[config.mk]
export PLATFORM = sky130hd
export DESIGN_NAME = ad_census_matching_cost
export DESIGN_NICKNAME = d
export VERILOG_FILES = /design/src/rtl/adcm_pkg.sv /design/src/rtl/adcm_lane.sv /design/src/rtl/adcm_cost.sv /design/src/rtl/ad_census_matching_cost.sv
export SDC_FILE = /design/constraint.sdc
export NUM_CORES = 1
export LEC_CHECK = 0
export ABC_AREA = 1
export BUFFER_PORTS_ARGS = -buffer_cell sky130_fd_sc_hd__buf_2
export CAP_MARGIN = 20
export CELL_PAD_IN_SITES_DETAIL_PLACEMENT = 1
export CELL_PAD_IN_SITES_GLOBAL_PLACEMENT = 1
export CORE_UTILIZATION = 32
export CTS_CLUSTER_SIZE = 8
export DETAILED_ROUTE_END_ITERATION = 10
export MAX_ROUTING_LAYER = met4
export PLACE_DENSITY_LB_ADDON = 0.1
export SETUP_SLACK_MARGIN = 0.2
export SYNTH_ARGS = -nofsm -noshare
export SYNTH_HDL_FRONTEND = slang
export SYNTH_SLANG_ARGS = --single-unit
[constraint.sdc]
create_clock -name clk -period 5.82 [get_ports clk]
set_input_delay 0.291 -clock clk [delete_from_list [all_inputs] [get_ports clk]]
set_output_delay 0.291 -clock clk [all_outputs]
set_load 0.03 [all_outputs]
[src/rtl/adcm_pkg.sv]
// Shared types, constants and the exp ROM contents for the AD-census matching cost block.
package adcm_pkg;

	// Sizing of the window and of the exp ROM
	localparam int MAX_WINDOW_ELEMENTS = 63;
	localparam int EXP_TABLE_DEPTH     = 256;
	localparam int EXP_IDX_W           = $clog2(EXP_TABLE_DEPTH);

	// Census counter saturates at the smaller of 3*MAX_WINDOW_ELEMENTS and 255
	localparam int CENSUS_LIMIT =
		(3 * MAX_WINDOW_ELEMENTS > 255) ? 255 : 3 * MAX_WINDOW_ELEMENTS;

	// Field and datapath widths
	localparam int PIX_W      = 8;
	localparam int NUM_CH     = 3;
	localparam int AD_W       = 10;
	localparam int CNT_W      = 8;
	localparam int RECIP_W    = 16;
	localparam int EXP_W      = 15;
	localparam int TOTAL_W    = 15;
	localparam int ARG_SHIFT  = 12;
	localparam int PROD_AD_W  = AD_W + RECIP_W;
	localparam int PROD_CEN_W = CNT_W + RECIP_W;
	localparam int IN_DATA_W  = 2 * NUM_CH * PIX_W;
	localparam int OUT_DATA_W = 40;

	// Configuration port
	localparam int PADDR_W = 3;
	localparam int PDATA_W = 32;
	localparam logic REG_RECIP_AD     = 1'b0;
	localparam logic REG_RECIP_CENSUS = 1'b1;
	localparam logic [RECIP_W-1:0] RECIP_AD_RESET     = 16'd2185;
	localparam logic [RECIP_W-1:0] RECIP_CENSUS_RESET = 16'd2185;

	// Command codes carried on tuser
	localparam logic CMD_CENTER = 1'b0;
	localparam logic CMD_WINDOW = 1'b1;

	// Result of one color channel lane
	typedef struct packed {
		logic             mismatch;
		logic [PIX_W-1:0] abs_diff;
	} lane_res_t;

	// Work handed from the merge stage to the cost stage
	typedef struct packed {
		logic [AD_W-1:0]  ad_sum;
		logic [CNT_W-1:0] census_count;
	} cost_req_t;

	// exp(-2^b/16) in Q0.32
	localparam logic [63:0] EXP_POW2_Q32 [12] = '{
		64'd4034748382, 64'd3790295335, 64'd3344923893, 64'd2605029348,
		64'd1580030169, 64'd581260616,  64'd78665070,   64'd1440801,
		64'd483,        64'd0,          64'd0,          64'd0
	};

	typedef logic [EXP_W-1:0] exp_rom_t [EXP_TABLE_DEPTH];

	// Entry i is exp(-i/16) in Q0.14, built from rounded Q0.32 partial products
	function automatic exp_rom_t build_exp_rom();
		exp_rom_t    rom;
		logic [63:0] acc;
		for (int i = 0; i < EXP_TABLE_DEPTH; i++) begin
			acc = 64'd1 << 32;
			for (int b = 0; b < 12; b++) begin
				if (i[b]) begin
					acc = (acc * EXP_POW2_Q32[b] + (64'd1 << 31)) >> 32;
				end
			end
			rom[i] = EXP_W'((acc + (64'd1 << 17)) >> 18);
		end
		return rom;
	endfunction

	localparam exp_rom_t EXP_ROM = build_exp_rom();

endpackage

[src/rtl/adcm_lane.sv]
// One color channel lane: census sign compare and absolute difference.
module adcm_lane import adcm_pkg::*; (
	input  logic [PIX_W-1:0] left_pix,
	input  logic [PIX_W-1:0] right_pix,
	input  logic [PIX_W-1:0] left_ctr,
	input  logic [PIX_W-1:0] right_ctr,
	output lane_res_t        res
);

	// Flag samples that sit strictly on opposite sides of their centers
	always_comb begin
		res.mismatch = ((left_pix < left_ctr) && (right_pix > right_ctr)) ||
			((left_pix > left_ctr) && (right_pix < right_ctr));
		res.abs_diff = (left_pix > right_pix) ? (left_pix - right_pix)
			: (right_pix - left_pix);
	end

endmodule

[src/rtl/adcm_cost.sv]
// Cost stages: reciprocal multiply, exp ROM lookup, combine and output register.
module adcm_cost import adcm_pkg::*; (
	input  logic                  clk,
	input  logic                  arst_n,
	input  logic                  req_valid,
	input  cost_req_t             req,
	output logic                  req_ready,
	input  logic [RECIP_W-1:0]    recip_ad,
	input  logic [RECIP_W-1:0]    recip_census,
	output logic                  m_tvalid,
	input  logic                  m_tready,
	output logic [OUT_DATA_W-1:0] m_tdata
);

	logic                    v_s2;
	cost_req_t               req_s2;
	logic [PROD_AD_W-1:0]    prod_ad_s2;
	logic [PROD_CEN_W-1:0]   prod_cen_s2;
	logic                    out_valid_q;
	logic [TOTAL_W-1:0]      total_q;
	cost_req_t               out_req_q;
	logic                    adv_out;
	logic [PROD_AD_W-ARG_SHIFT-1:0]  arg_ad;
	logic [PROD_CEN_W-ARG_SHIFT-1:0] arg_cen;
	logic [EXP_IDX_W-1:0]    idx_ad;
	logic [EXP_IDX_W-1:0]    idx_cen;
	logic [EXP_W-1:0]        exp_ad;
	logic [EXP_W-1:0]        exp_cen;
	logic [TOTAL_W:0]        total_raw;
	logic [TOTAL_W-1:0]      total_sat;

	// Advance when the next stage is empty or draining
	assign adv_out   = !out_valid_q || m_tready;
	assign req_ready = !v_s2 || adv_out;

	// Multiply stage
	always_ff @(posedge clk or negedge arst_n) begin
		if (!arst_n) begin
			v_s2 <= 1'b0;
		end else if (req_ready) begin
			v_s2 <= req_valid;
		end
	end

	always_ff @(posedge clk) begin
		if (req_ready && req_valid) begin
			req_s2      <= req;
			prod_ad_s2  <= PROD_AD_W'(req.ad_sum) * PROD_AD_W'(recip_ad);
			prod_cen_s2 <= PROD_CEN_W'(req.census_count) * PROD_CEN_W'(recip_census);
		end
	end

	// Truncate to Q4.4, clamp to the ROM range, look up and combine
	always_comb begin
		arg_ad  = prod_ad_s2[PROD_AD_W-1:ARG_SHIFT];
		arg_cen = prod_cen_s2[PROD_CEN_W-1:ARG_SHIFT];
		idx_ad  = (arg_ad > (PROD_AD_W-ARG_SHIFT)'(EXP_TABLE_DEPTH - 1))
			? EXP_IDX_W'(EXP_TABLE_DEPTH - 1) : arg_ad[EXP_IDX_W-1:0];
		idx_cen = (arg_cen > (PROD_CEN_W-ARG_SHIFT)'(EXP_TABLE_DEPTH - 1))
			? EXP_IDX_W'(EXP_TABLE_DEPTH - 1) : arg_cen[EXP_IDX_W-1:0];
		exp_ad    = EXP_ROM[idx_ad];
		exp_cen   = EXP_ROM[idx_cen];
		total_raw = (TOTAL_W+1)'(32768) - {1'b0, exp_ad} - {1'b0, exp_cen};
		total_sat = (total_raw > (TOTAL_W+1)'(32767)) ? TOTAL_W'(32767)
			: total_raw[TOTAL_W-1:0];
	end

	// Output register
	always_ff @(posedge clk or negedge arst_n) begin
		if (!arst_n) begin
			out_valid_q <= 1'b0;
		end else if (adv_out) begin
			out_valid_q <= v_s2;
		end
	end

	always_ff @(posedge clk) begin
		if (adv_out && v_s2) begin
			total_q   <= total_sat;
			out_req_q <= req_s2;
		end
	end

	assign m_tvalid = out_valid_q;
	assign m_tdata  = {(OUT_DATA_W-TOTAL_W-AD_W-CNT_W)'(0), out_req_q.census_count,
		out_req_q.ad_sum, total_q};

endmodule

[src/rtl/ad_census_matching_cost.sv]
// Top level of the AD-census matching cost block: config, channel lanes, merge, cost stages.
//
//  port group | direction | contents
//  s_*        | in        | center load or window pixel pair, one word per cycle while s_tready is high
//  m_*        | out       | total_cost, ad_sum, census_count for each last window word
//  p*         | in/out    | APB registers recip_lambda_ad (0x0), recip_lambda_census (0x4)
//
// One input word per clock while s_tready is high; the three lanes and the merge adder
// update the census count in the cycle a word is accepted.
// After its last window word a result passes the merge register, the multiply
// register and the output register.
// Three results can queue in those registers; s_tready drops only when all hold.
// Reset clears the stored centers, sums and counter and loads the register defaults.
module ad_census_matching_cost import adcm_pkg::*; (
	input  logic                  clk,
	input  logic                  arst_n,
	input  logic                  s_tvalid,
	output logic                  s_tready,
	// left_red, left_green, left_blue, right_red, right_green, right_blue
	input  logic [IN_DATA_W-1:0]  s_tdata,
	// cmd
	input  logic                  s_tuser,
	input  logic                  s_tlast,
	output logic                  m_tvalid,
	input  logic                  m_tready,
	// total_cost[14:0], ad_sum[24:15], census_count[32:25], zero fill
	output logic [OUT_DATA_W-1:0] m_tdata,
	input  logic                  psel,
	input  logic                  penable,
	input  logic                  pwrite,
	input  logic [PADDR_W-1:0]    paddr,
	input  logic [PDATA_W-1:0]    pwdata,
	output logic [PDATA_W-1:0]    prdata,
	output logic                  pready
);

	logic [RECIP_W-1:0] recip_ad_q;
	logic [RECIP_W-1:0] recip_census_q;
	logic [PIX_W-1:0]   left_ctr_q  [NUM_CH];
	logic [PIX_W-1:0]   right_ctr_q [NUM_CH];
	logic [AD_W-1:0]    ad_sum_q;
	logic [CNT_W-1:0]   census_q;
	logic [PIX_W-1:0]   left_pix  [NUM_CH];
	logic [PIX_W-1:0]   right_pix [NUM_CH];
	lane_res_t          lane_res  [NUM_CH];
	logic [1:0]         mis_n;
	logic [CNT_W:0]     cnt_sum;
	logic [CNT_W-1:0]   cnt_next;
	logic [AD_W-1:0]    ad_next;
	logic               accept;
	logic               cfg_wr;
	logic               v_s1;
	cost_req_t          req_s1;
	logic               cost_ready;

	// Configuration registers
	assign pready = 1'b1;
	assign cfg_wr = psel && penable && pwrite && pready;

	always_ff @(posedge clk or negedge arst_n) begin
		if (!arst_n) begin
			recip_ad_q     <= RECIP_AD_RESET;
			recip_census_q <= RECIP_CENSUS_RESET;
		end else if (cfg_wr) begin
			unique case (paddr[2])
				REG_RECIP_AD:     recip_ad_q     <= pwdata[RECIP_W-1:0];
				REG_RECIP_CENSUS: recip_census_q <= pwdata[RECIP_W-1:0];
				default:          ;
			endcase
		end
	end

	always_comb begin
		unique case (paddr[2])
			REG_RECIP_AD:     prdata = PDATA_W'(recip_ad_q);
			REG_RECIP_CENSUS: prdata = PDATA_W'(recip_census_q);
			default:          prdata = '0;
		endcase
	end

	// Split the word into channels, red in lane 0
	always_comb begin
		for (int c = 0; c < NUM_CH; c++) begin
			left_pix[c]  = s_tdata[c*PIX_W +: PIX_W];
			right_pix[c] = s_tdata[(NUM_CH+c)*PIX_W +: PIX_W];
		end
	end

	// Channel lanes
	for (genvar c = 0; c < NUM_CH; c++) begin : g_lane
		adcm_lane u_lane (
			.left_pix  (left_pix[c]),
			.right_pix (right_pix[c]),
			.left_ctr  (left_ctr_q[c]),
			.right_ctr (right_ctr_q[c]),
			.res       (lane_res[c])
		);
	end

	// Merge lane results: saturating census count and center difference sum
	always_comb begin
		mis_n = {1'b0, lane_res[0].mismatch} + {1'b0, lane_res[1].mismatch}
			+ {1'b0, lane_res[2].mismatch};
		cnt_sum  = {1'b0, census_q} + (CNT_W+1)'(mis_n);
		cnt_next = (cnt_sum > (CNT_W+1)'(CENSUS_LIMIT)) ? CNT_W'(CENSUS_LIMIT)
			: cnt_sum[CNT_W-1:0];
		ad_next = AD_W'(lane_res[0].abs_diff) + AD_W'(lane_res[1].abs_diff)
			+ AD_W'(lane_res[2].abs_diff);
	end

	assign s_tready = !v_s1 || cost_ready;
	assign accept   = s_tvalid && s_tready;

	// Window state: centers, difference sum, census count
	always_ff @(posedge clk or negedge arst_n) begin
		if (!arst_n) begin
			for (int c = 0; c < NUM_CH; c++) begin
				left_ctr_q[c]  <= '0;
				right_ctr_q[c] <= '0;
			end
			ad_sum_q <= '0;
			census_q <= '0;
		end else if (accept) begin
			if (s_tuser == CMD_CENTER) begin
				left_ctr_q  <= left_pix;
				right_ctr_q <= right_pix;
				ad_sum_q    <= ad_next;
				census_q    <= '0;
			end else begin
				census_q <= cnt_next;
			end
		end
	end

	// Merge register: hold a result request until the cost stage takes it
	always_ff @(posedge clk or negedge arst_n) begin
		if (!arst_n) begin
			v_s1 <= 1'b0;
		end else if (accept && s_tuser == CMD_WINDOW && s_tlast) begin
			v_s1 <= 1'b1;
		end else if (cost_ready) begin
			v_s1 <= 1'b0;
		end
	end

	always_ff @(posedge clk) begin
		if (accept && s_tuser == CMD_WINDOW && s_tlast) begin
			req_s1.ad_sum       <= ad_sum_q;
			req_s1.census_count <= cnt_next;
		end
	end

	adcm_cost u_cost (
		.clk          (clk),
		.arst_n       (arst_n),
		.req_valid    (v_s1),
		.req          (req_s1),
		.req_ready    (cost_ready),
		.recip_ad     (recip_ad_q),
		.recip_census (recip_census_q),
		.m_tvalid     (m_tvalid),
		.m_tready     (m_tready),
		.m_tdata      (m_tdata)
	);

endmodule

# --- After elaboration in Yosys (flattened, before gate mapping) ---
# Memories as Yosys holds them, arrays and structs flattened.
# Index checks and enable logic that the tools add are counted.
classes:
  addsub: 13
  mul: 2
  magnitude_cmp: 21
  n_mux: 14
  n_bitwise: 4
  n_reduce_logical: 26
op_table:
  columns: ["op", "n"]
  rows:
  - ["> comparator 8 bit", 9]
  - ["case mux 32 bit (2 select lines)", 1]
  - ["two-way mux 15 bit", 4]
  - ["two-way mux 8 bit", 7]
  - ["< comparator 8 bit", 6]
  - ["subtractor 8 bit", 6]
  - ["multiplier 10 x 16 -> 26 bit", 1]
  - ["multiplier 8 x 16 -> 24 bit", 1]
  - [">= comparator 9 bit (second input constant)", 2]
  - ["NOT 8 -> 9 bit", 2]
  - ["> comparator 16 x 15 -> 1 bit (second input constant)", 1]
  - ["subtractor 16 x 15 -> 16 bit", 1]
  - ["subtractor 16 x 15 -> 16 bit (first input constant)", 1]
  - ["> comparator 14 x 8 -> 1 bit (second input constant)", 1]
  - ["logical AND 1 bit", 13]
  - ["> comparator 12 x 8 -> 1 bit (second input constant)", 1]
  - ["adder 9 x 8 -> 10 bit", 1]
  - ["adder 8 x 2 -> 9 bit", 1]
  - ["adder 8 x 8 -> 9 bit", 1]
  - ["> comparator 9 x 8 -> 1 bit (second input constant)", 1]
  - ["logical OR 1 bit", 6]
  - ["AND reduction 2 bit", 3]
  - ["logical NOT 1 bit", 3]
  - ["adder 1 x 1 -> 2 bit", 1]
  - ["other kinds (4)", 6]
totals:
  reg_bits: 220
  romBits: 7680
  input_bits: 92
  output_inout_bits: 75
  wordCells: 104
  memories: 2
mem_list:
  columns: ["name", "words", "width", "rd", "rd_clocked_by_memory_dff", "wr", "line_no", "rtl"]
  rows:
  - ["(name not given)", 256, 15, 1, 0, 0, "adcm_cost.sv:62", "exp_cen = EXP_ROM[idx_cen];"]
  - ["(name not given)", 256, 15, 1, 0, 0, "adcm_cost.sv:61", "exp_ad = EXP_ROM[idx_ad];"]

# --- Logic depth before layout (Yosys ltp) ---
# Gate-level depths: netlist of the first run.
depth:
  ltp_word: 9
  depth_mapped: 30
  depth_no_buf: 30

# --- Cells and area by module ---
# Synthesis of the first run repeated with hierarchy kept, for this count alone.
unflattened:
  hier_cells: 3607
  hier_area_um2: 25729.7
by_module_without_submodules:
  columns: ["mod", "instances", "cells_each", "area_per_inst_um2", "seq_area_each_um2"]
  rows:
  - ["adcm_cost", 1, 2283, 16294.4, 2362.3]
  - ["ad_census_matching_cost", 1, 601, 5381.4, 3027.9]
  - ["adcm_lane", 3, 241, 1351.3, 0.0]

# --- Worst setup path after synthesis of the first run ---
# No wires, ideal clock.
synth_timing:
  kind: "flip-flop to flip-flop"
  startpoint: "register req_s1[17] (netlist bit)"
  endpoint: "register u_cost.prod_ad_s2[19] (data pin)"
  setup_ps: 258
  arrival_time_ps: 4897
  required_time_ps: 5562
  path_slack_ps: 665
  stages_incl_launch_ff: 21
  n_path_buf: 2
  period_less_slack_ps: 5155
  cell_sequence: "edfxtp_1 > clkbuf_1 > clkbuf_1 > nand2_1 > fa_1 > inv_1 > fa_1 > inv_1 > fa_1 > inv_1 > fa_1 > inv_1 > fa_1 > inv_1 > ha_1 > nand2_1 > nor4_1 > nand2_1 > nand2_1 > a21oi_1 > xnor2_1"
synth_between:
  elab_chain_cells: 1
synth_rtl:
  columns: ["element", "line_no", "rtl"]
  rows:
  - ["from (decl)", "ad_census_matching_cost.sv:53", "cost_req_t req_s1;"]
  - ["multiplier 10 x 16 -> 26 bit", "adcm_cost.sv:48", "prod_ad_s2 <= PROD_AD_W'(req.ad_sum) * PROD_AD_W'(recip_ad);"]
  - ["to (signal assigned)", "adcm_cost.sv:48", null]
  - ["to (decl)", "adcm_cost.sv:17", "logic [PROD_AD_W-1:0] prod_ad_s2;"]
# Every way passes these cells.
# A chain may end at the register's enable or synchronous reset.

# --- Final worst setup path of the first run ---
layout_timing:
  startpoint: "register req_s1[15] (netlist bit)"
  endpoint: "register u_cost.prod_ad_s2[22] (data pin)"
# The elaborated chain is that of the path after synthesis.

==> results of run 1 <==
==> metrics by stage <==
| step | cell area [um2] | hold WS [ps] | worst slack, ps | cells | utilization [%] |
|---|---|---|---|---|---|
| after detailed placement | 26600 | 319 | 459 | 4471 | 34.9 |
| final | 27300 | 34.0 | 466 | 4514 | 35.9 |
| after CTS | 27300 | 0.0256 | 401 | 4505 | 35.8 |
| after global placement | 26600 | 306 | 488 | 4471 | 34.9 |
| after floorplan | 24700 | -4.59 | 665 | 3385 | - |
| after global routing | 27300 | 32.8 | 204 | 4514 | 35.9 |
==> worst paths after layout <==
kind	start	endpoint	cells past startpoint
max	req_s1[15]	u_cost.prod_ad_s2[22]	17
min	s_tdata[31]	right_ctr_q[23]	3
max reg2reg	req_s1[15]	u_cost.prod_ad_s2[22]	17
min reg2reg	u_cost.req_s2[3]	u_cost.m_tdata[28]	0
max in group asynchronous	arst_n	recip_ad_q[4]	3
min in group asynchronous	arst_n	census_q[3]	2
==> flip-flops by register name (all words and copies together), names as in the netlist, 15 cells and up <==
signal	cells
left_ctr_q	24
recip_ad_q	16
u_cost.m_tdata	18
u_cost.total_q	15
right_ctr_q	24
req_s1	18
u_cost.req_s2	18
recip_census_q	16
==> what timing repair did <==
action	4_1_cts	5_1_grt
gates resized for setup	0	3
hold endpoints to repair	33	0
hold buffers	2	0
setup endpoints to repair	0	9
==> power breakdown <==
part | switching [W] | total [W] | internal, W
registers | 0.000349 | 0.00230 | 0.00195
logic | 0.00489 | 0.00769 | 0.00280
clock network | 0.000730 | 0.00134 | 0.000612
==> cells by family after synthesis <==
family	count (synthesis)	synth area share, %
simple gates	1346	22.1
other cells	2	0.0305
xor+xnor	58	2.06
buf+inv	802	12.8
fa+ha+maj	469	30.2
compound gates	488	10.9
flops	196	21.9
mux	2	0.0914
==> cell type report <==
class,count,area (um2)
multi-input cells,2387,16200
inverters,652,2450
clock buffers,17,425
well taps,1030,1290
diodes,8,20.0
repair buffers,209,1290
fillers,9535,48800
flip-flops and latches,196,5390
clock inverters,15,224
==> cells in the final DEF, fill, tap and decap left out, types with 95 or more instances in the layout <==
cell      count
nand2_1     977
inv_1       641
ha_1        259
o21ai_0     215
fa_1        210
a21oi_1     160
nand3_1     155
nor2_1      126
buf_2       123
edfxtp_1     95
==> metal layers <==
metal | share of wire [%] | track usage (%) | vias to the layer above
met5 | 0 | - | -
met4 | 2.2 | 6.01 | 0
met3 | 3.3 | 2.99 | 83
met2 | 49 | 38.4 | 334
met1 | 46 | 28.2 | 10900
li1 | - | - | 10700
==> worst register-to-register path: cells and delay by family, from the launching register on <==
kind / cells / cell delay [ps]
AOI/OAI and AO/OA: 4 / 790
xor gates and xnor gates: 1 / 80
adders and majority gates: 6 / 2970
buffers and inverters: 4 / 440
DFF: 1 / 590
and+or+nand+nor: 2 / 230
==> Yosys cell counts, types with 2 or more instances <==
| cell type | count | area (um2) |
|---|---|---|
| nand2_1 | 977 | 3670 |
| inv_1 | 642 | 2410 |
| ha_1 | 259 | 3240 |
| o21ai_0 | 215 | 1080 |
| fa_1 | 210 | 4200 |
| a21oi_1 | 161 | 806 |
| nand3_1 | 155 | 776 |
| nor2_1 | 129 | 484 |
| clkbuf_1 | 96 | 360 |
| edfxtp_1 | 95 | 2850 |
| dfrtp_1 | 93 | 2330 |
| xor2_1 | 42 | 368 |
| buf_4 | 27 | 203 |
| nand4_1 | 26 | 163 |
| buf_2 | 24 | 120 |
| o211ai_1 | 23 | 173 |
| o21ai_1 | 23 | 115 |
| nor3_1 | 19 | 95.1 |
| nor2_2 | 16 | 100 |
| xnor2_1 | 16 | 140 |
| a21o_1 | 10 | 75.1 |
| dfstp_2 | 8 | 210 |
| nor4_1 | 7 | 43.8 |
| o2111ai_1 | 7 | 61.3 |
| o221ai_1 | 7 | 61.3 |
| a31oi_1 | 6 | 37.5 |
| inv_2 | 6 | 22.5 |
| nand3b_1 | 6 | 45.0 |
| o22ai_1 | 6 | 37.5 |
| a21boi_0 | 5 | 37.5 |
| o21a_1 | 5 | 37.5 |
| o21bai_1 | 5 | 37.5 |
| clkinv_1 | 4 | 15.0 |
| o31ai_1 | 4 | 30.0 |
| o41ai_1 | 4 | 35.0 |
| a211oi_1 | 3 | 22.5 |
| nand2_2 | 3 | 18.8 |
| buf_1 | 2 | 7.51 |
| conb_1 | 2 | 7.51 |
| mux2_2 | 2 | 22.5 |
| or2_2 | 2 | 12.5 |
==> results.rst, run 1 <==
.. list-table::
   :header-rows: 1

   * - Metric
     - Value
   * - Number of nets at the end of the flow
     - 4024
   * - Cell class contributing the biggest share of worst-path delay
     - adder cells
   * - Maximum root-to-sink buffer count
     - 2
   * - First-pass GRT wire length
     - 134000 um
   * - Path class of the lowest-slack min-delay path
     - primary input to flop
   * - X dimension of the die
     - 280 um
   * - Pin count of the biggest net entering global routing
     - 91
   * - Die height
     - 280 um
   * - Clock skew after layout
     - 35.9 ps
   * - CTS sink cnt
     - 196
   * - Most common cell on crit path
     - fa_1
   * - Flop and latch count out of synthesis
     - 196
   * - Status
     - completed
   * - Number of buffers added by the clock tree synthesis step
     - 17
   * - Mapped Cells
     - 3363
   * - # rows
     - 101
   * - Sequential fraction of the synthesis area
     - 21.9%
   * - Clock period minus final worst setup slack
     - 5350 ps
   * - Worst EP arrival
     - 5590 ps
   * - Critical Path Start Type
     - flop
   * - Clock-pin slew on the worst setup and hold paths
     - 100 ps
   * - Power density relative to cell area
     - 415 mW/mm2
   * - Number of DRC markers after the initial detailed-route iteration
     - 1034
   * - Worst voltage drop across the vdd grid
     - 0.000287 V
   * - Count of warnings emitted by yosys
     - 0
   * - Critical path type
     - flop to flop
   * - Critical-path cell with the highest stage delay
     - edfxtp_1
   * - Fraction of registers with async set or reset after synthesis
     - 51.5%
   * - Via density per instance
     - 4.88
   * - Cell variety after synth
     - 52
   * - Buf/Inv on CP
     - 4
   * - Number of global-route vias before repair
     - 23900
   * - Max Clock Freq
     - 187 MHz
   * - Final weighted congestion of routability-driven global placement
     - 0.941
   * - Number of hold violations in the final report
     - 0
   * - Port bufs
     - 124
   * - Area of the core region
     - 0.0761 mm2
   * - Cell Chain, Critical Path
     - buf_4, nand2_1, fa_1, inv_1, fa_1, fa_1, inv_1, fa_1, inv_1, fa_1, ha_1, a21oi_1, o21ai_0, a21oi_1, nand3_1, a21oi_1, xnor2_1
   * - CTS H-Tree Depth
     - 4
   * - PnR Total Power
     - 0.0113 W
   * - Grt total ovfl
     - 0
   * - Setup repair after global routing missed its margin
     - no
   * - Fraction of layout cells with a size suffix above 1
     - 8.20%
   * - Final total negative setup slack
     - 0 ps
   * - Area added between synthesis and finish
     - 10.8%
   * - Critical Path RT
     - 6050 ps
   * - Setup crit end kind
     - flop
   * - Number of flops mapped to enable cells by yosys
     - 95
   * - Detailed Route WL
     - 83800 um
   * - HPWL after detailed placement
     - 68500 um
   * - Tightest Pin Transition
     - 1060 ps
   * - Later-pin clock latency in the skew report
     - 510 ps
   * - Remaining routing DRC violations
     - 0
   * - Maxcap violations
     - 0
   * - Headroom to the max-slew limit
     - 29.4%
   * - Static leakage power
     - 14.4 nW
   * - Reg-to-reg setup timing slack
     - 470 ps
   * - Initial core utilization
     - 32.4%
   * - Average cell area after synthesis
     - 7.33 um2
   * - Peak fanout along the critical path
     - 9
   * - Mean routed wirelength per cell
     - 18.6 um
   * - Number of primary I/O pins
     - 167
   * - Delay contributed by the slowest stage of the critical path
     - 590 ps
   * - Final Cycle Share
     - 92.0%
   * - GRT Overall Usage
     - 22.6%
   * - Clock tree from TritonCTS
     - yes
   * - Total vias in the final route
     - 22000
   * - Post-DRT Antenna Nets
     - 0
   * - Max Slew Vio Count
     - 0
   * - Die area
     - 0.0781 mm2
   * - Syn Std Cell Area
     - 0.0246 mm2
   * - Number of antenna violations at the first check in global routing
     - 8
   * - Buffer count from post-CTS setup fixing
     - 0
   * - Clock tree root buffer cell
     - clkbuf_16
   * - Prevailing post-synth register cell
     - edfxtp_1
   * - Length of the first detailed-routing pass in iterations
     - 5
   * - Finish-stage setup viols
     - 0
Power figures use the tool's default switching activity.
==> run 2: changes to the inputs <==
==> constraint.sdc (replaced) <==
create_clock -name clk -period 5.6 [get_ports clk]
set_input_delay 1.4 -clock clk [delete_from_list [all_inputs] [get_ports clk]]
set_output_delay 1.4 -clock clk [all_outputs]
set_load 0.03 [all_outputs]
==> run 2 against run 1 <==
Net effect:
- cell count is 0.44% higher
- combinational power is 5.9% higher
- utilization grew 0.25 points
- die area unchanged
- total power rose by 5.0%
- first-iteration DRC count is 8.2% lower
- global-route usage is essentially flat
- sequential share of layout area down 0.11 points
- design area up 0.71%
- critical path type unchanged
- largest power group unchanged
==> results.rst, run 2 (synthesis results as in run 1) <==
.. list-table::
   :header-rows: 1

   * - Metric
     - Value
   * - X dimension of the die
     - 280 um
   * - Cell class contributing the biggest share of worst-path delay
     - adder cells
   * - Initial core utilization
     - 32.4%
   * - Critical Path Start Type
     - flop
   * - Max Slew Vio Count
     - 0
   * - Path class of the lowest-slack min-delay path
     - flop to flop
   * - Fraction of layout cells with a size suffix above 1
     - 9.01%
   * - Clock skew after layout
     - 30.1 ps
   * - Number of DRC markers after the initial detailed-route iteration
     - 949
   * - Grt total ovfl
     - 0
   * - Layout Cells excl Fill
     - 4534
   * - Top flop regs
     - left_ctr_q (24), right_ctr_q (24)
   * - Remaining routing DRC violations
     - 0
   * - Most common cell on crit path
     - fa_1
   * - Number of global-route vias before repair
     - 24100
   * - Pin count of the biggest net entering global routing
     - 58
   * - Critical path type
     - flop to flop
   * - Finish-stage setup viols
     - 0
   * - Final weighted congestion of routability-driven global placement
     - 0.906
   * - Final total negative setup slack
     - 0 ps
   * - Final Cycle Share
     - 92.5%
   * - Share of total power in sequential cells
     - 19.8%
   * - Fill cell total of the finished layout
     - 9539
   * - Highest-count cells in the layout ignoring fill and taps
     - nand2_1, inv_1, ha_1
   * - Share of power burned in combinational logic
     - 68.4%
   * - Switching power as a share of total power
     - 52.8%
   * - Post-DRT Antenna Nets
     - 0
   * - Cell Chain, Critical Path
     - buf_4, nand2_1, fa_1, inv_1, fa_1, inv_1, fa_1, inv_1, fa_1, fa_1, ha_1, nand2_1, nor2_1, inv_1, nor3_2, nand3_1, nand3_1, a21oi_1, xnor2_1
   * - Area taken by flip-flops and latches
     - 0.00540 mm2
   * - Most frequent standard cell in the layout excluding fill and tap cells
     - nand2_1
   * - Maxcap violations
     - 0
   * - Clock tree from TritonCTS
     - yes
   * - Port bufs
     - 124
   * - Clock period minus final worst setup slack
     - 5180 ps
   * - Number of buffers added by the clock tree synthesis step
     - 17
   * - Hold-fix buffer count after cts
     - 0
   * - Length of the first detailed-routing pass in iterations
     - 6
   * - Critical Path RT
     - 5850 ps
   * - Critical-path cell with the highest stage delay
     - fa_1
   * - PnR Total Power
     - 0.0119 W
   * - Buf/Inv on CP
     - 5
   * - Number of hold violations in the final report
     - 0
   * - Die height
     - 280 um
   * - Maximum root-to-sink buffer count
     - 2
   * - Later-pin clock latency in the skew report
     - 510 ps
   * - Peak fanout along the critical path
     - 10
   * - Utilization after layout
     - 36.1%
   * - Headroom to the max-slew limit
     - 37.5%
   * - # rows
     - 101
   * - Number of primary I/O pins
     - 167
   * - First-pass GRT wire length
     - 134000 um
   * - Total vias in the final route
     - 22100
   * - Placed instance count
     - 4475
   * - Clock tree root buffer cell
     - clkbuf_16
   * - Die area
     - 0.0781 mm2
   * - Number of antenna violations at the first check in global routing
     - 7
   * - Mean routed wirelength per cell
     - 18.5 um
   * - Max Clock Freq
     - 193 MHz
   * - Worst EP arrival
     - 5430 ps
   * - Area taken by multi-input logic gates
     - 0.0163 mm2
   * - Detailed Route WL
     - 83900 um
   * - Power density relative to cell area
     - 433 mW/mm2
   * - Area of the core region
     - 0.0761 mm2
   * - Worst voltage drop across the vdd grid
     - 0.000288 V
   * - Setup repair after global routing missed its margin
     - yes
   * - Clock-pin slew on the worst setup and hold paths
     - 90 ps
   * - Sw Pwr
     - 0.00628 W
   * - Tightest Pin Transition
     - 936 ps
   * - CTS H-Tree Depth
     - 4
   * - Setup crit end kind
     - flop
   * - Number of nets at the end of the flow
     - 4045
   * - HPWL after detailed placement
     - 69000 um
   * - Clk network pwr share
     - 11.8%
   * - Via density per instance
     - 4.87
   * - Internal power component
     - 0.00562 W
   * - Delay contributed by the slowest stage of the critical path
     - 530 ps
   * - GRT Overall Usage
     - 22.6%
   * - Static leakage power
     - 14.5 nW
   * - Area added between synthesis and finish
     - 11.6%
   * - Status
     - completed
   * - CTS sink cnt
     - 196
## run 2: final cells by class
cell class              instances  area share [%]
flip-flops and latches        196            19.6
clock inverters                15           0.783
repair buffers                230            5.25
well taps                    1030            4.69
diodes                          7          0.0637
clock buffers                  17            1.55
multi-input cells            2387            59.1
inverters                     652            8.90
## run 2: what timing repair did
item / in CTS / in global routing
gates resized for setup: 1 / 16
setup buffers: 0 / 19
setup endpoints to repair: 1 / 26
## run 2: power by group through the flow
stage	combinational [W]	sequential (W)	clock [W]
detailed placement	0.00817	0.00240	0
finish	0.00814	0.00236	0.00140
CTS	0.00824	0.00237	0.00146
global placement	0.00801	0.00239	0
global route	0.00946	0.00240	0.00150
floorplan	0.00595	0.00219	0
## run 2: per-stage QoR
step,hold WS [ps],setup slack [ps],instance area [um2]
4_1_cts,429,220,27300
5_1_grt,444,172,27500
6_report,429,420,27500
2_1_floorplan,400,445,24700
3_5_place_dp,406,126,26600
3_3_place_gp,404,220,26600
## run 2: final timing paths
| check | start | endpoint | slack [ps] | depth (start not counted) |
|---|---|---|---|---|
| min in group asynchronous | arst_n | right_ctr_q[3] | 960 | 1 |
| worst max register to register | req_s1[10] | u_cost.prod_ad_s2[22] | 420 | 19 |
| worst min-delay path | u_cost.req_s2[14] | u_cost.m_tdata[21] | 430 | 0 |
| max in group asynchronous | arst_n | recip_ad_q[4] | 3480 | 2 |
| worst max-delay path | req_s1[10] | u_cost.prod_ad_s2[22] | 420 | 19 |
| worst min register to register | u_cost.req_s2[14] | u_cost.m_tdata[21] | 430 | 0 |
## run 2: worst register-to-register path: cells and delay by family, from the launching register on
kind	cells	cell delay [ps]
adder cells (fa/ha/maj)	6	2850
XOR/XNOR	1	120
AO/OA/AOI/OAI	1	100
buffers and inverters	5	500
AND/OR/NAND/NOR	6	850
flip-flops	1	510
## run 2: layer usage
metal	track usage (%)	vias up	part of all wire (%)
li1	-	10700	-
met1	27.8	10900	45
met2	38.9	335	49
met3	2.61	96	3.2
met4	6.64	0	2.3
met5	-	-	0
==> run 3: changes to the inputs <==
--- a/config.mk
+++ b/config.mk
@@ -11,6 +11,7 @@
 export CELL_PAD_IN_SITES_DETAIL_PLACEMENT = 1
 export CELL_PAD_IN_SITES_GLOBAL_PLACEMENT = 1
 export CORE_UTILIZATION = 32
+export CTS_BUF_LIST = sky130_fd_sc_hd__clkbuf_4 sky130_fd_sc_hd__clkbuf_8
 export CTS_CLUSTER_SIZE = 8
 export DETAILED_ROUTE_END_ITERATION = 10
 export MAX_ROUTING_LAYER = met4
==> run 3 against run 2 <==
Net effect:
- combinational power about the same
- sequential share of layout area up 0.12 points
- first-iteration DRC count down 3.5%
- sequential power about the same
- design area down 0.57%
- clock skew up 11 ps
- largest power group unchanged
==> results.rst, run 3 (synthesis results as in run 1) <==
.. list-table::
   :header-rows: 1

   * - Metric
     - Value
   * - Via density per instance
     - 4.86
   * - Hold-fix buffer count after cts
     - 0
   * - Grt total ovfl
     - 0
   * - Headroom to the max-slew limit
     - 38.3%
   * - Critical-path cell with the highest stage delay
     - dfstp_4
   * - Area added between synthesis and finish
     - 10.9%
   * - Number of DRC markers after the initial detailed-route iteration
     - 916
   * - PnR Total Power
     - 0.0116 W
   * - Path class of the lowest-slack min-delay path
     - flop to flop
   * - Maxcap violations
     - 0
   * - Max Clock Freq
     - 193 MHz
   * - Die area
     - 0.0781 mm2
   * - Tightest Pin Transition
     - 924 ps
   * - First-pass GRT wire length
     - 133000 um
   * - Status
     - completed
   * - Share of total power in sequential cells
     - 20.3%
   * - Final weighted congestion of routability-driven global placement
     - 0.906
   * - X dimension of the die
     - 280 um
   * - Clk network pwr share
     - 9.5%
   * - Clock skew after layout
     - 40.8 ps
   * - Later-pin clock latency in the skew report
     - 600 ps
   * - Static leakage power
     - 14.4 nW
   * - Number of antenna violations at the first check in global routing
     - 8
   * - Clock period minus final worst setup slack
     - 5170 ps
   * - Final Cycle Share
     - 92.3%
   * - Number of nets at the end of the flow
     - 4049
   * - Fraction of layout cells with a size suffix above 1
     - 9.17%
   * - Delay contributed by the slowest stage of the critical path
     - 700 ps
   * - Sw Pwr
     - 0.00624 W
   * - Clock-pin slew on the worst setup and hold paths
     - 130 ps
   * - Top flop regs
     - left_ctr_q (24), right_ctr_q (24)
   * - CTS H-Tree Depth
     - 4
   * - CTS sink cnt
     - 196
   * - Setup crit end kind
     - flop
   * - Remaining routing DRC violations
     - 0
   * - Detailed Route WL
     - 83900 um
   * - Number of buffers added by the clock tree synthesis step
     - 17
   * - # rows
     - 101
   * - Clock tree from TritonCTS
     - yes
   * - Number of global-route vias before repair
     - 24000
   * - Highest-count cells in the layout ignoring fill and taps
     - nand2_1, inv_1, ha_1
   * - Post-route standard cell area excluding fillers
     - 0.0273 mm2
   * - Clock tree root buffer cell
     - clkbuf_8
   * - Length of the first detailed-routing pass in iterations
     - 5
   * - Mean routed wirelength per cell
     - 18.5 um
   * - Cell Chain, Critical Path
     - buf_4, nand2_1, inv_1, fa_1, inv_1, fa_1, fa_1, fa_1, inv_1, fa_1, ha_2, nand2_1, nor2_1, inv_1, nor2_1, nand3_1, nand3_1, a21oi_1, xnor2_1
   * - Most frequent standard cell in the layout excluding fill and tap cells
     - nand2_1
   * - Utilization after layout
     - 35.9%
   * - HPWL after detailed placement
     - 69000 um
   * - Final total negative setup slack
     - 0 ps
   * - Critical path type
     - flop to flop
   * - Finish-stage setup viols
     - 0
   * - Most common cell on crit path
     - fa_1
   * - Number of hold violations in the final report
     - 0
   * - Die height
     - 280 um
   * - Initial core utilization
     - 32.4%
   * - Worst EP arrival
     - 5500 ps
   * - Peak fanout along the critical path
     - 6
   * - Area of the core region
     - 0.0761 mm2
   * - Total vias in the final route
     - 22100
   * - Post-DRT Antenna Nets
     - 0
   * - Internal power component
     - 0.00536 W
   * - Critical Path RT
     - 5930 ps
   * - Post-DP Area
     - 0.0266 mm2
   * - GRT Overall Usage
     - 22.6%
   * - Maximum root-to-sink buffer count
     - 2
   * - Pin count of the biggest net entering global routing
     - 58
   * - Power density relative to cell area
     - 424 mW/mm2
   * - Setup repair after global routing missed its margin
     - yes
   * - Critical Path Start Type
     - flop
   * - Worst voltage drop across the vdd grid
     - 0.000269 V
   * - Switching power as a share of total power
     - 53.8%
   * - Number of primary I/O pins
     - 167
   * - Share of power burned in combinational logic
     - 70.2%
   * - Max Slew Vio Count
     - 0
   * - Port bufs
     - 124
run 3: cell types whose count changed in the layout (fill, tap and decap cells not counted), sizes merged:
cell / previous run / this run
buf: 230 / 234
diode: 7 / 9
run 3: metal layers:
layer | GRT usage, % | up-vias | wire length, um
met5 | - | - | 0
met1 | 27.8 | 10800 | 38000
met2 | 38.6 | 397 | 41000
met3 | 2.63 | 105 | 2780
met4 | 6.82 | 0 | 2170
li1 | - | 10700 | -
run 3: worst paths after layout:
kind	startpoint	to	slack (ps)	cells past startpoint
setup / recovery	recip_ad_q[7]	u_cost.prod_ad_s2[22]	430	19
hold / removal	u_cost.req_s2[14]	u_cost.m_tdata[21]	440	0
setup reg to reg	recip_ad_q[7]	u_cost.prod_ad_s2[22]	430	19
hold reg to reg	u_cost.req_s2[14]	u_cost.m_tdata[21]	440	0
max in group asynchronous	arst_n	recip_ad_q[5]	3560	2
min in group asynchronous	arst_n	right_ctr_q[3]	860	1
run 3: layout make-up:
class	instances	area, um2
antenna	9	22.5
clock buffer	17	234
clock inverter	15	215
fill	9560	48700
inverter	652	2450
multi-input combinational	2387	16300
sequential	196	5400
tap	1030	1290
timing repair buffer	234	1470
run 3: critical path, delay by kind of cell (launching register included):
kind,cells,cell delay (ps)
adder cells (fa/ha/maj),6,2760
flip-flops,1,700
AND/OR/NAND/NOR,6,750
AO/OA/AOI/OAI,1,90
XOR/XNOR,1,120
buffers and inverters,5,510
run 3: through the flow:
stage	setup slack (ps)	hold slack, ps	cells
2_1_floorplan	445	400	3385
3_3_place_gp	220	404	4475
3_5_place_dp	126	406	4475
4_1_cts	213	440	4507
5_1_grt	157	454	4539
6_report	430	438	4540
run 3: repair_timing:
action,in CTS,in global routing
endpoints found under the hold margin,0,0
setup endpoints to repair,1,27
gates resized for setup,1,18
setup buffers,0,23
run 3: power by group through the flow:
stage	logic, W	clock network (W)	registers, W
after detailed placement	0.00817	0	0.00240
final	0.00815	0.00110	0.00236
after global routing	0.00947	0.00119	0.00240
after CTS	0.00824	0.00116	0.00237
after global placement	0.00801	0	0.00239
after floorplan	0.00595	0	0.00219
